$ cat src/rtl/twd_enc_pkg.sv
// ----------------------------------------------------------------------------
// twd_enc_pkg: shared types and constants for the drive command encoder
// Command and frame words, register indexes, frame codes and fixed-point
// constants for three-wheel omni inverse kinematics.
// ----------------------------------------------------------------------------
package twd_enc_pkg;

   // speed field width of the motor frame
   localparam int SPEED_BITS = 12;
   localparam int SPEED_FULL = (1 << SPEED_BITS) - 1;
   localparam logic [11:0] SPEED_CAP = (SPEED_FULL > 4095) ? 12'd4095 : 12'(SPEED_FULL);

   // register indexes
   localparam logic [1:0] CSR_ACCEL  = 2'd0;
   localparam logic [1:0] CSR_LIMIT  = 2'd1;
   localparam logic [1:0] CSR_OFFSET = 2'd2;
   localparam logic [1:0] CSR_GAIN   = 2'd3;

   // register reset values
   localparam logic [7:0]  ACCEL_RESET  = 8'd2;
   localparam logic [11:0] LIMIT_RESET  = 12'd3000;
   localparam logic [9:0]  OFFSET_RESET = 10'd150;
   localparam logic [15:0] GAIN_RESET   = 16'd20861;

   // command codes on the input word
   localparam logic CMD_VELOCITY = 1'b0;
   localparam logic CMD_ENABLE   = 1'b1;

   // frame codes
   localparam logic [7:0] CODE_SPEED  = 8'hF6;
   localparam logic [7:0] CODE_ENABLE = 8'hF3;
   localparam logic [7:0] ENABLE_ARG  = 8'h01;
   localparam logic [2:0] FRAME_LEN_SPEED  = 3'd5;
   localparam logic [2:0] FRAME_LEN_ENABLE = 3'd3;

   // wheel slots
   localparam logic [1:0] WHEEL_A = 2'd0;
   localparam logic [1:0] WHEEL_B = 2'd1;
   localparam logic [1:0] WHEEL_C = 2'd2;

   // sin(60 deg) in Q16
   localparam logic signed [16:0] SIN60_Q16 = 17'sd56756;
   // reciprocal of 125, exact floor for dividends below 2^26 (shift 33)
   localparam logic [26:0] RECIP125_WIDE = 27'd68719477;
   // reciprocal of 125, exact floor for dividends below 2^14 (shift 21)
   localparam logic [14:0] RECIP125_NARROW = 15'd16778;

   typedef struct packed {
      logic               cmd;
      logic signed [15:0] vel_x;
      logic signed [15:0] vel_y;
      logic signed [15:0] turn_rate;
   } req_word_type;

   typedef struct packed {
      logic [1:0] motor_id;
      logic [2:0] frame_length;
      logic [7:0] code_byte;
      logic [7:0] second_byte;
      logic [7:0] third_byte;
      logic [7:0] fourth_byte;
      logic [7:0] fifth_byte;
      logic       last_frame;
   } rsp_word_type;

   // control that rides along with every wheel slot
   typedef struct packed {
      logic       cmd;
      logic [1:0] wheel;
   } slot_ctl_type;

endpackage

$ cat src/rtl/three_wheel_drive_command_encoder_top.sv
// ----------------------------------------------------------------------------
// three_wheel_drive_command_encoder_top: omni drive command to motor frames
// One command word becomes three motor frames (wheels 1, 2, 3). Velocity
// commands go through fixed-point inverse kinematics, rpm scaling and
// saturation; enable commands give three fixed enable frames.
//
//   channel  ports                        direction  handshake
//   req      req_valid req_stall req_word  in         valid / stall
//   rsp      rsp_valid rsp_stall rsp_word  out        valid / stall
//   csr      csr_wr_en csr_index csr_wr_data in       write enable only
//
// The issue stage sends one wheel slot per cycle into an 8-stage pipeline,
// unless a stall on rsp holds it; a new command is taken as the last slot of
// the previous one leaves. Synchronous active-high reset clears the valid
// bits and loads the configuration registers with their reset values.
// A stall on rsp freezes the whole pipeline; a command can still be taken
// into the issue stage while it is empty.
// ----------------------------------------------------------------------------
module three_wheel_drive_command_encoder_top
   import twd_enc_pkg::*;
(
   input  logic         clock,
   input  logic         reset,
   input  logic         req_valid,
   output logic         req_stall,
   input  req_word_type req_word,
   output logic         rsp_valid,
   input  logic         rsp_stall,
   output rsp_word_type rsp_word,
   input  logic         csr_wr_en,
   input  logic [1:0]   csr_index,
   input  logic [15:0]  csr_wr_data
);

   // ---------------------------------------------------------------- config
   logic [7:0]  accel_ff, accel_in;
   logic [11:0] limit_ff, limit_in;
   logic [9:0]  offset_ff, offset_in;
   logic [15:0] gain_ff, gain_in;

   assign accel_in  = (csr_wr_en && csr_index == CSR_ACCEL)  ? csr_wr_data[7:0]  : accel_ff;
   assign limit_in  = (csr_wr_en && csr_index == CSR_LIMIT)  ? csr_wr_data[11:0] : limit_ff;
   assign offset_in = (csr_wr_en && csr_index == CSR_OFFSET) ? csr_wr_data[9:0]  : offset_ff;
   assign gain_in   = (csr_wr_en && csr_index == CSR_GAIN)   ? csr_wr_data      : gain_ff;

   always_ff @(posedge clock) begin
      if (reset) begin
         accel_ff  <= ACCEL_RESET;
         limit_ff  <= LIMIT_RESET;
         offset_ff <= OFFSET_RESET;
         gain_ff   <= GAIN_RESET;
      end else begin
         accel_ff  <= accel_in;
         limit_ff  <= limit_in;
         offset_ff <= offset_in;
         gain_ff   <= gain_in;
      end
   end

   // pipeline moves unless the output word is held by a stall
   logic adv;
   logic rsp_valid_ff, rsp_valid_in;
   assign adv = !rsp_valid_ff || !rsp_stall;

   // ---------------------------------------------------------------- issue
   logic         hold_valid_ff, hold_valid_in;
   req_word_type hold_word_ff, hold_word_in;
   logic [1:0]   wheel_ff, wheel_in;
   logic         req_take;

   assign req_stall = hold_valid_ff && !(adv && wheel_ff == WHEEL_C);
   assign req_take  = req_valid && !req_stall;

   always_comb begin
      hold_valid_in = hold_valid_ff;
      hold_word_in  = hold_word_ff;
      wheel_in      = wheel_ff;
      if (hold_valid_ff && adv) begin
         if (wheel_ff == WHEEL_C) begin
            hold_valid_in = 1'b0;
         end else begin
            wheel_in = wheel_ff + 2'd1;
         end
      end
      if (req_take) begin
         hold_valid_in = 1'b1;
         hold_word_in  = req_word;
         wheel_in      = WHEEL_A;
      end
   end

   always_ff @(posedge clock) begin
      if (reset) begin
         hold_valid_ff <= 1'b0;
         wheel_ff      <= WHEEL_A;
      end else begin
         hold_valid_ff <= hold_valid_in;
         wheel_ff      <= wheel_in;
      end
      hold_word_ff <= hold_word_in;
   end

   // ---------------------------------------------------------------- stage 1
   // offset * turn rate magnitude, vy * sin60
   logic               s1_valid_ff;
   slot_ctl_type       s1_ctl_ff, s1_ctl_in;
   logic signed [15:0] s1_vx_ff, s1_vx_in;
   logic signed [32:0] s1_vyk_ff, s1_vyk_in;
   logic [25:0]        s1_m_ff, s1_m_in;
   logic               s1_tneg_ff, s1_tneg_in;
   logic signed [26:0] off_wz;

   always_comb begin
      off_wz        = $signed({1'b0, offset_ff}) * hold_word_ff.turn_rate;
      s1_ctl_in     = '{cmd: hold_word_ff.cmd, wheel: wheel_ff};
      s1_vx_in      = hold_word_ff.vel_x;
      s1_vyk_in     = hold_word_ff.vel_y * SIN60_Q16;
      s1_tneg_in    = off_wz[26];
      s1_m_in       = off_wz[26] ? 26'(-off_wz) : off_wz[25:0];
   end

   // ---------------------------------------------------------------- stage 2
   // m / 125 by reciprocal, per-wheel base term
   logic         s2_valid_ff;
   slot_ctl_type s2_ctl_ff;
   logic [25:0]  s2_m_ff;
   logic [18:0]  s2_a_ff, s2_a_in;
   logic         s2_tneg_ff;
   logic [33:0]  s2_base_ff, s2_base_in;
   logic [52:0]  a_prod;
   logic [33:0]  vx_q16, vx_q15, vyk_ext;

   always_comb begin
      a_prod  = s1_m_ff * RECIP125_WIDE;
      s2_a_in = a_prod[51:33];
      vx_q16  = {{2{s1_vx_ff[15]}}, s1_vx_ff, 16'd0};
      vx_q15  = {{3{s1_vx_ff[15]}}, s1_vx_ff, 15'd0};
      vyk_ext = {s1_vyk_ff[32], s1_vyk_ff};
      unique case (s1_ctl_ff.wheel)
         WHEEL_B: s2_base_in = vyk_ext - vx_q15;
         WHEEL_C: s2_base_in = -vx_q15 - vyk_ext;
         default: s2_base_in = vx_q16;
      endcase
   end

   // ---------------------------------------------------------------- stage 3
   // remainder term 67*b and 65*m + 67*a
   logic         s3_valid_ff;
   slot_ctl_type s3_ctl_ff;
   logic [13:0]  s3_r_ff, s3_r_in;
   logic [31:0]  s3_sum_ff, s3_sum_in;
   logic         s3_tneg_ff;
   logic [33:0]  s3_base_ff;
   logic [25:0]  b_full;

   always_comb begin
      b_full    = s2_m_ff - ({7'd0, s2_a_ff} * 26'd125);
      s3_r_in   = {7'd0, b_full[6:0]} * 14'd67;
      s3_sum_in = ({6'd0, s2_m_ff} * 32'd65) + ({13'd0, s2_a_ff} * 32'd67);
   end

   // ---------------------------------------------------------------- stage 4
   // |T| = 65m + 67a + floor(67b / 125)
   logic         s4_valid_ff;
   slot_ctl_type s4_ctl_ff;
   logic [31:0]  s4_tmag_ff, s4_tmag_in;
   logic         s4_tneg_ff;
   logic [33:0]  s4_base_ff;
   logic [28:0]  c_prod;

   always_comb begin
      c_prod     = {15'd0, s3_r_ff} * 29'(RECIP125_NARROW);
      s4_tmag_in = s3_sum_ff + {24'd0, c_prod[28:21]};
   end

   // ---------------------------------------------------------------- stage 5
   // wheel speed S in signed Q16 mm/s
   logic         s5_valid_ff;
   slot_ctl_type s5_ctl_ff;
   logic [33:0]  s5_s_ff, s5_s_in;
   logic [33:0]  t_signed;

   always_comb begin
      t_signed = s4_tneg_ff ? -{2'b00, s4_tmag_ff} : {2'b00, s4_tmag_ff};
      s5_s_in  = s4_base_ff + t_signed;
   end

   // ---------------------------------------------------------------- stage 6
   // sign and magnitude of S
   logic         s6_valid_ff;
   slot_ctl_type s6_ctl_ff;
   logic [32:0]  s6_sabs_ff, s6_sabs_in;
   logic         s6_sneg_ff, s6_sneg_in;

   assign s6_sneg_in = s5_s_ff[33];
   assign s6_sabs_in = s5_s_ff[33] ? 33'(-s5_s_ff) : s5_s_ff[32:0];

   // ---------------------------------------------------------------- stage 7
   // |S| * gain, Q32 rpm
   logic         s7_valid_ff;
   slot_ctl_type s7_ctl_ff;
   logic [48:0]  s7_prod_ff, s7_prod_in;
   logic         s7_sneg_ff;

   assign s7_prod_in = {16'd0, s6_sabs_ff} * {33'd0, gain_ff};

   // ---------------------------------------------------------------- stage 8
   // saturate and pack the frame word
   rsp_word_type rsp_word_ff, rsp_word_in;
   logic [16:0]  spd_raw;
   logic [11:0]  spd_lim, spd;
   logic         dir;
   logic [7:0]   b2, b3;

   always_comb begin
      spd_raw = s7_prod_ff[48:32];
      spd_lim = (limit_ff > SPEED_CAP) ? SPEED_CAP : limit_ff;
      spd     = (spd_raw > {5'd0, spd_lim}) ? spd_lim : spd_raw[11:0];
      dir     = !s7_sneg_ff || (gain_ff == 16'd0);
      b2      = {dir, 3'b000, spd[11:8]};
      b3      = spd[7:0];
      rsp_word_in.motor_id   = s7_ctl_ff.wheel + 2'd1;
      rsp_word_in.last_frame = (s7_ctl_ff.wheel == WHEEL_C);
      if (s7_ctl_ff.cmd == CMD_ENABLE) begin
         rsp_word_in.frame_length = FRAME_LEN_ENABLE;
         rsp_word_in.code_byte    = CODE_ENABLE;
         rsp_word_in.second_byte  = ENABLE_ARG;
         rsp_word_in.third_byte   = CODE_ENABLE ^ ENABLE_ARG;
         rsp_word_in.fourth_byte  = 8'd0;
         rsp_word_in.fifth_byte   = 8'd0;
      end else begin
         rsp_word_in.frame_length = FRAME_LEN_SPEED;
         rsp_word_in.code_byte    = CODE_SPEED;
         rsp_word_in.second_byte  = b2;
         rsp_word_in.third_byte   = b3;
         rsp_word_in.fourth_byte  = accel_ff;
         rsp_word_in.fifth_byte   = CODE_SPEED ^ b2 ^ b3 ^ accel_ff;
      end
   end

   assign rsp_valid_in = s7_valid_ff;

   // ---------------------------------------------------------------- registers
   // valid bits
   always_ff @(posedge clock) begin
      if (reset) begin
         s1_valid_ff  <= 1'b0;
         s2_valid_ff  <= 1'b0;
         s3_valid_ff  <= 1'b0;
         s4_valid_ff  <= 1'b0;
         s5_valid_ff  <= 1'b0;
         s6_valid_ff  <= 1'b0;
         s7_valid_ff  <= 1'b0;
         rsp_valid_ff <= 1'b0;
      end else if (adv) begin
         s1_valid_ff  <= hold_valid_ff;
         s2_valid_ff  <= s1_valid_ff;
         s3_valid_ff  <= s2_valid_ff;
         s4_valid_ff  <= s3_valid_ff;
         s5_valid_ff  <= s4_valid_ff;
         s6_valid_ff  <= s5_valid_ff;
         s7_valid_ff  <= s6_valid_ff;
         rsp_valid_ff <= rsp_valid_in;
      end
   end

   // payload, no reset
   always_ff @(posedge clock) begin
      if (adv) begin
         s1_ctl_ff   <= s1_ctl_in;
         s1_vx_ff    <= s1_vx_in;
         s1_vyk_ff   <= s1_vyk_in;
         s1_m_ff     <= s1_m_in;
         s1_tneg_ff  <= s1_tneg_in;

         s2_ctl_ff   <= s1_ctl_ff;
         s2_m_ff     <= s1_m_ff;
         s2_a_ff     <= s2_a_in;
         s2_tneg_ff  <= s1_tneg_ff;
         s2_base_ff  <= s2_base_in;

         s3_ctl_ff   <= s2_ctl_ff;
         s3_r_ff     <= s3_r_in;
         s3_sum_ff   <= s3_sum_in;
         s3_tneg_ff  <= s2_tneg_ff;
         s3_base_ff  <= s2_base_ff;

         s4_ctl_ff   <= s3_ctl_ff;
         s4_tmag_ff  <= s4_tmag_in;
         s4_tneg_ff  <= s3_tneg_ff;
         s4_base_ff  <= s3_base_ff;

         s5_ctl_ff   <= s4_ctl_ff;
         s5_s_ff     <= s5_s_in;

         s6_ctl_ff   <= s5_ctl_ff;
         s6_sabs_ff  <= s6_sabs_in;
         s6_sneg_ff  <= s6_sneg_in;

         s7_ctl_ff   <= s6_ctl_ff;
         s7_prod_ff  <= s7_prod_in;
         s7_sneg_ff  <= s6_sneg_ff;

         rsp_word_ff <= rsp_word_in;
      end
   end

   assign rsp_valid = rsp_valid_ff;
   assign rsp_word  = rsp_word_ff;

   // ---------------------------------------------------------------- checks
   // third wheel and only it closes the run
   a_last_is_third: assert property (@(posedge clock) disable iff (reset)
      rsp_valid_ff |-> (rsp_word_ff.last_frame == (rsp_word_ff.motor_id == 2'd3)))
      else $error("last_frame does not match motor 3");

   // frame length follows the code byte
   a_len_matches_code: assert property (@(posedge clock) disable iff (reset)
      rsp_valid_ff |-> ((rsp_word_ff.code_byte == CODE_ENABLE)
                        == (rsp_word_ff.frame_length == FRAME_LEN_ENABLE)))
      else $error("frame length does not match code byte");

   // speed never above the programmed limit
   a_speed_limited: assert property (@(posedge clock) disable iff (reset)
      (rsp_valid_ff && rsp_word_ff.frame_length == FRAME_LEN_SPEED)
      |-> ({rsp_word_ff.second_byte[3:0], rsp_word_ff.third_byte} <= limit_ff))
      else $error("speed above limit");

   // reset empties the issue stage and the output word
   a_reset_empty: assert property (@(posedge clock)
      reset |=> (!rsp_valid_ff && !hold_valid_ff))
      else $error("pipeline not empty after reset");

endmodule
$ cat config.mk
export PLATFORM = sky130hd
export DESIGN_NAME = three_wheel_drive_command_encoder_top
export DESIGN_NICKNAME = d
export VERILOG_FILES = /design/src/rtl/twd_enc_pkg.sv /design/src/rtl/three_wheel_drive_command_encoder_top.sv
export SDC_FILE = /design/constraint.sdc
export NUM_CORES = 2
export LEC_CHECK = 0
export BUFFER_PORTS_ARGS = -buffer_cell sky130_fd_sc_hd__buf_2
export CORE_MARGIN = 4
export CORE_UTILIZATION = 40
export DETAILED_ROUTE_END_ITERATION = 10
export PLACE_DENSITY = 0.54
export SYNTH_ARGS = -nofsm -noshare
export SYNTH_HDL_FRONTEND = slang
export SYNTH_SLANG_ARGS = --single-unit
$ cat constraint.sdc
create_clock -name clock -period 24.3 [get_ports clock]
set_input_delay 4.86 -clock clock [delete_from_list [all_inputs] [get_ports clock]]
set_output_delay 4.86 -clock clock [all_outputs]
set_load 0.1 [all_outputs]
* After elaboration in Yosys (flattened, before gate mapping)
Cells that the tools add are included.
W data, S select, Z words.
** Storage, ports and cells
- Register bits :: 593
- Input bits :: 72
- Output and inout bits :: 48
** Cells by class
- $add $sub $neg :: 12
- Multipliers :: 9
- Magnitude comparators :: 2
- Equal/unequal tests :: 7
- Muxes and demuxes :: 10
- Bitwise operators :: 4
- Reductions and logical operators :: 22
** Operators with widths (number)
- $pmux W34 S2 :: 1
- $mul A26 B27 Y52 const B :: 1
- $mul A33 B16 Y49 :: 1
- $mux W43 :: 1
- $add A34 B34 Y34 :: 1
- $mux W34 :: 1
- $neg A32 Y34 :: 1
- $neg A34 Y34 :: 1
- $sub A33 B31 Y34 :: 1
- $sub A34 B34 Y34 :: 1
- $mux W33 :: 1
- $neg A33 Y33 :: 1
- $add A32 B26 Y32 :: 1
- $add A32 B8 Y32 :: 1
- $mul A26 B7 Y32 const B :: 1
- $mul A16 B15 Y31 const B :: 1
- $mul A14 B14 Y28 const B :: 1
- $mul A11 B16 Y27 :: 1
- $mul A19 B7 Y26 const B :: 1
- $mux W26 :: 1
- $neg A26 Y26 :: 1
- $mux W12 :: 2
- $mul A19 B7 Y7 const B :: 1
- $gt A17 B12 Y1 :: 1
- other kinds (18) :: 41

* Logic depth before layout (Yosys ltp)
- Depth in word-level cells :: 9
- Mapped depth :: 30

* Worst setup path after synthesis
OpenSTA, ideal clock, no wires.
- Path type :: input -> output
- Start point :: input port rsp_stall
- End point :: output port req_stall
- Data arrival time :: 15.770 ns
- Data required time :: 19.440 ns
- Path slack :: 3.670 ns
- Stages on the path :: 6
- Path through :: and2_1 clkbuf_1 clkinv_1 nand2_1 nand2_1 inv_1
** Between the ends
- Word-level cells in the longest chain between the ends :: 5
** Ends and longest elaborated chain
- from (decl) :: RTL line three_wheel_drive_command_encoder_top.sv:28 : input logic rsp_stall,
- $logic_not A1 Y1 :: RTL line three_wheel_drive_command_encoder_top.sv:63 : assign adv = !rsp_valid_ff || !rsp_stall;
- $logic_or A1 B1 Y1 :: RTL line three_wheel_drive_command_encoder_top.sv:63
- $logic_and A1 B1 Y1 :: RTL line three_wheel_drive_command_encoder_top.sv:71 : assign req_stall = hold_valid_ff && !(adv && wheel_ff == WHEEL_C);
- $logic_not A1 Y1 :: RTL line three_wheel_drive_command_encoder_top.sv:71
- $logic_and A1 B1 Y1 :: RTL line three_wheel_drive_command_encoder_top.sv:71
- to (decl) :: RTL line three_wheel_drive_command_encoder_top.sv:25 : output logic req_stall,
No other way between the ends.

* Worst setup path after layout
Ends and elaborated chain as after synthesis.

==> metrics <==
Arr. time, crit path=6.40 ns; antenna viol nets, final=0; clock tree from TritonCTS=built; r2r setup slk=16.32 ns; initial antenna violation count=7; Hold Vio Cnt, Final=0; outcome=complete, no violations; slowest CP cell=buf_2; number of distinct library cell variants in the gate-level netlist after synthesis=87; MaxCap Viol Count=0; Port Buffers=109; height of the die=424 µm; cts hold-fix bufs=0; Setup TNS Final=0 ns; drt first pass iters=5; global placement routability congestion=0.847; cts bufs inserted=just over 70; via count=45,600; peak per-stage delay on the critical path=about 0.42 ns; maximum operating frequency=88.8 MHz; Yosys warning total=0; logic depth of the worst register-to-register path=21; data required time at the worst endpoint=19.44 ns; number of synthesized flops with an enable pin=486; Post-Synthesis Mean Instance Area=between 10 and 15 µm²; clock insertion delay at the later pin of the skew report=0.70 ns; critical path class=in2out; initial cell density of the core=between 40% and 50%; largest fanout of any net on the critical path=108; Post-Syn Instances=6,814; iteration-0 DRC count of the detailed router=2,147; total core area=172,000 µm²; post-CTS setup buffers=0; setup repair after global routing missed its margin=no; Die Area=180,000 µm²; number of gates resized after cts=0; relative slew slack=23.6%; gate family responsible for the most delay along the worst path=buffers and inverters; worst slew pin tran=1.15 ns; placed cell areas=72,200 µm²; WL per Instance=around 18 µm; register bit count reported by yosys=543; number of stages on the worst hold path=0; Slew Limit Fails=0; stages on the worst setup path=7; vias in the first global route=~48,000; first-pass GRT wire length=~260 mm; Worst setup EP type=output pin; Final Critical Period=around 11 ns; number of setup violations in the final report=0; async set-or-reset flop fraction in the synthesized netlist=0%; area overhead of the layout relative to synthesis=7.91%; cells traversed along the worst timing path=buf_2, and2_1, inv_8, nand2_1, nand2_1, inv_1, buf_2; Synth Flop Type=edfxtp_1; share of cells above drive strength 1=about 4.5%; die boundary width=424 µm; post-synthesis instance area=69,200 µm²; non-filler cells, final=roughly 9,200; H-tree level count=3; detail-routed via count per cell=4.93; class of the tightest hold or removal check=reg2reg; launching point of the worst reg2reg path=s1_m_ff[15]; standard-cell rows=152; Crit. Startpoint=rsp_stall; cell type contributing the most total cell area after synthesis=fa_1; top cells by area, synth=fa_1 (29%), edfxtp_1 (21%), ha_1 (17%); Worst Skew=around 0.073 ns; launching element type of the critical path=input port; capturing point of the worst reg2reg path=s2_a_ff[15]; DRC errors left=0; share of synthesized area occupied by flip-flops and latches=a little under a quarter; number of nets in the layout=8,840; clk slew on worst S/H paths=0.06 ns; largest net degree at the start of global routing=109; GRT Total Usage=around 18%; CTS Buffer Depth=3; number of sinks driven by the clock tree=between 500 and 600; Final Routed Wirelength=162 mm; number of placed I/O pins=120; top-area cell type share of the netlist area=28.7%; cell total after placement=9,092; destination of the critical timing path=req_stall; total global routing overflow=0; final period utilization=46.3%; Final Cell Area=approximately 75,000 µm²; half-perimeter wire length after detailed placement=~130 mm; CP Buf/Inv Count=4; Root Driver=clkbuf_16
[placed cells by master, fill, tap and decap left out, types with 70 or more instances in the layout]
cell	synthesis	final
inv_1	1532	1532
fa_1	992	992
ha_1	921	921
nand2_1	620	620
edfxtp_1	486	486
and2_1	318	317
xnor2_1	248	248
a21oi_1	230	230
nor2_1	171	171
o21ai_0	143	143
buf_2	2	109
a21o_1	91	91
xor2_1	77	77
clkbuf_16	0	72
nand3_1	70	70
[worst register-to-register path: stages (launching register included)]
cell and delay, ns:
edfxtp_1 0.80, inv_1 0.27, ha_1 0.47, fa_1 0.52, inv_1 0.05, fa_1 0.51
fa_1 0.58, fa_1 0.44, fa_1 0.49, inv_1 0.06, fa_1 0.48, inv_1 0.05
ha_1 0.32, and3_1 0.22, and3_1 0.22, a2111oi_0 0.40, a31oi_1 0.31, a31oi_1 0.52
o21ai_0 0.39, a41o_1 0.37, a21oi_1 0.18, xnor2_1 0.08
[per-stage QoR]
stage | utilization [%] | hold slack (ns) | worst slack (ns)
after global placement | 42.1 | 0.401 | 12.89
after CTS | 43.5 | 0.412 | 12.92
after global routing | 43.5 | 0.421 | 12.85
after floorplan | - | 0.400 | 3.67
after detailed placement | 42.1 | 0.405 | 12.92
final | 43.5 | 0.409 | 13.04
[worst min-delay path by stage]
| stage | from | end | slack [ns] |
|---|---|---|---|
| 2_1_floorplan | hold_word_ff[48] | s1_ctl_ff[2] | 0.40 |
| 3_3_place_gp | s2_base_ff[28] | s3_base_ff[28] | 0.40 |
| 3_5_place_dp | s1_vx_in[2] | s1_vx_ff[2] | 0.40 |
| 4_1_cts | s3_base_ff[26] | s4_base_ff[26] | 0.41 |
| 5_1_grt | s3_base_ff[26] | s4_base_ff[26] | 0.42 |
| 6_report | s3_base_ff[28] | s4_base_ff[28] | 0.41 |
[cell usage after synthesis, drive strengths merged (25+ instances only)]
cell type,n
inv,1532
fa,992
ha,921
nand2,621
edfxtp,486
and2,319
xnor2,248
a21oi,230
clkbuf,171
nor2,171
o21ai,146
a21o,91
xor2,77
nand3,70
dfxtp,57
nor3,55
nor2b,41
a211oi,38
nand2b,38
o21a,36
o31ai,36
and3,35
or3,34
nand4,30
o21bai,27
nand3b,25
[layout make-up]
class / count / area, µm²
diodes: 15 / 37.5
clock buffers: 80 / 1840
clock inverters: 51 / 562
fillers: 16600 / 97000
inverters: 1534 / 5770
multi-input cells: 4554 / 47000
flip-flops and latches: 543 / 15700
well taps: 2310 / 2890
repair buffers: 151 / 861
[sequential cells by signal (all words and copies together) (netlist names), 10 cells and up]
signal,flops
s3_base_ff,32
hold_word_ff,33
limit_ff,12
s4_base_ff,32
s4_tmag_ff,32
s2_a_ff,19
s2_m_ff,26
s5_s_ff,34
s6_sabs_ff,33
s3_sum_ff,32
s2_base_ff,32
s1_vyk_ff,31
offset_ff,10
s1_m_ff,26
s1_vx_ff,16
s7_prod_ff,17
gain_ff,16
s1_vx_in,16
s3_r_ff,14
rsp_word,34
[routing by layer]
layer | track usage, % | share of wire, %
met5 | 0 | 0
met1 | 25.7 | 46
met2 | 30.8 | 47
met4 | 4.99 | 2.8
met3 | 2.10 | 3.4
[logic make-up (layout without fill, tap and decap cells)]
| family | Yosys count | count (layout) | share of synthesized area, % |
|---|---|---|---|
| fa+ha+maj | 1913 | 1913 | 45.3 |
| buf+inv | 1725 | 1816 | 9.42 |
| simple gates | 1503 | 1503 | 10.7 |
| compound gates | 790 | 790 | 7.47 |
| flops | 543 | 543 | 22.7 |
| xor+xnor | 326 | 326 | 4.15 |
| mux | 12 | 12 | 0.175 |
| other cells | 2 | 25 | 0.0109 |
Power is not shown: default switching activity piles up to over one toggle a cycle in this logic, so the estimate is an artifact.
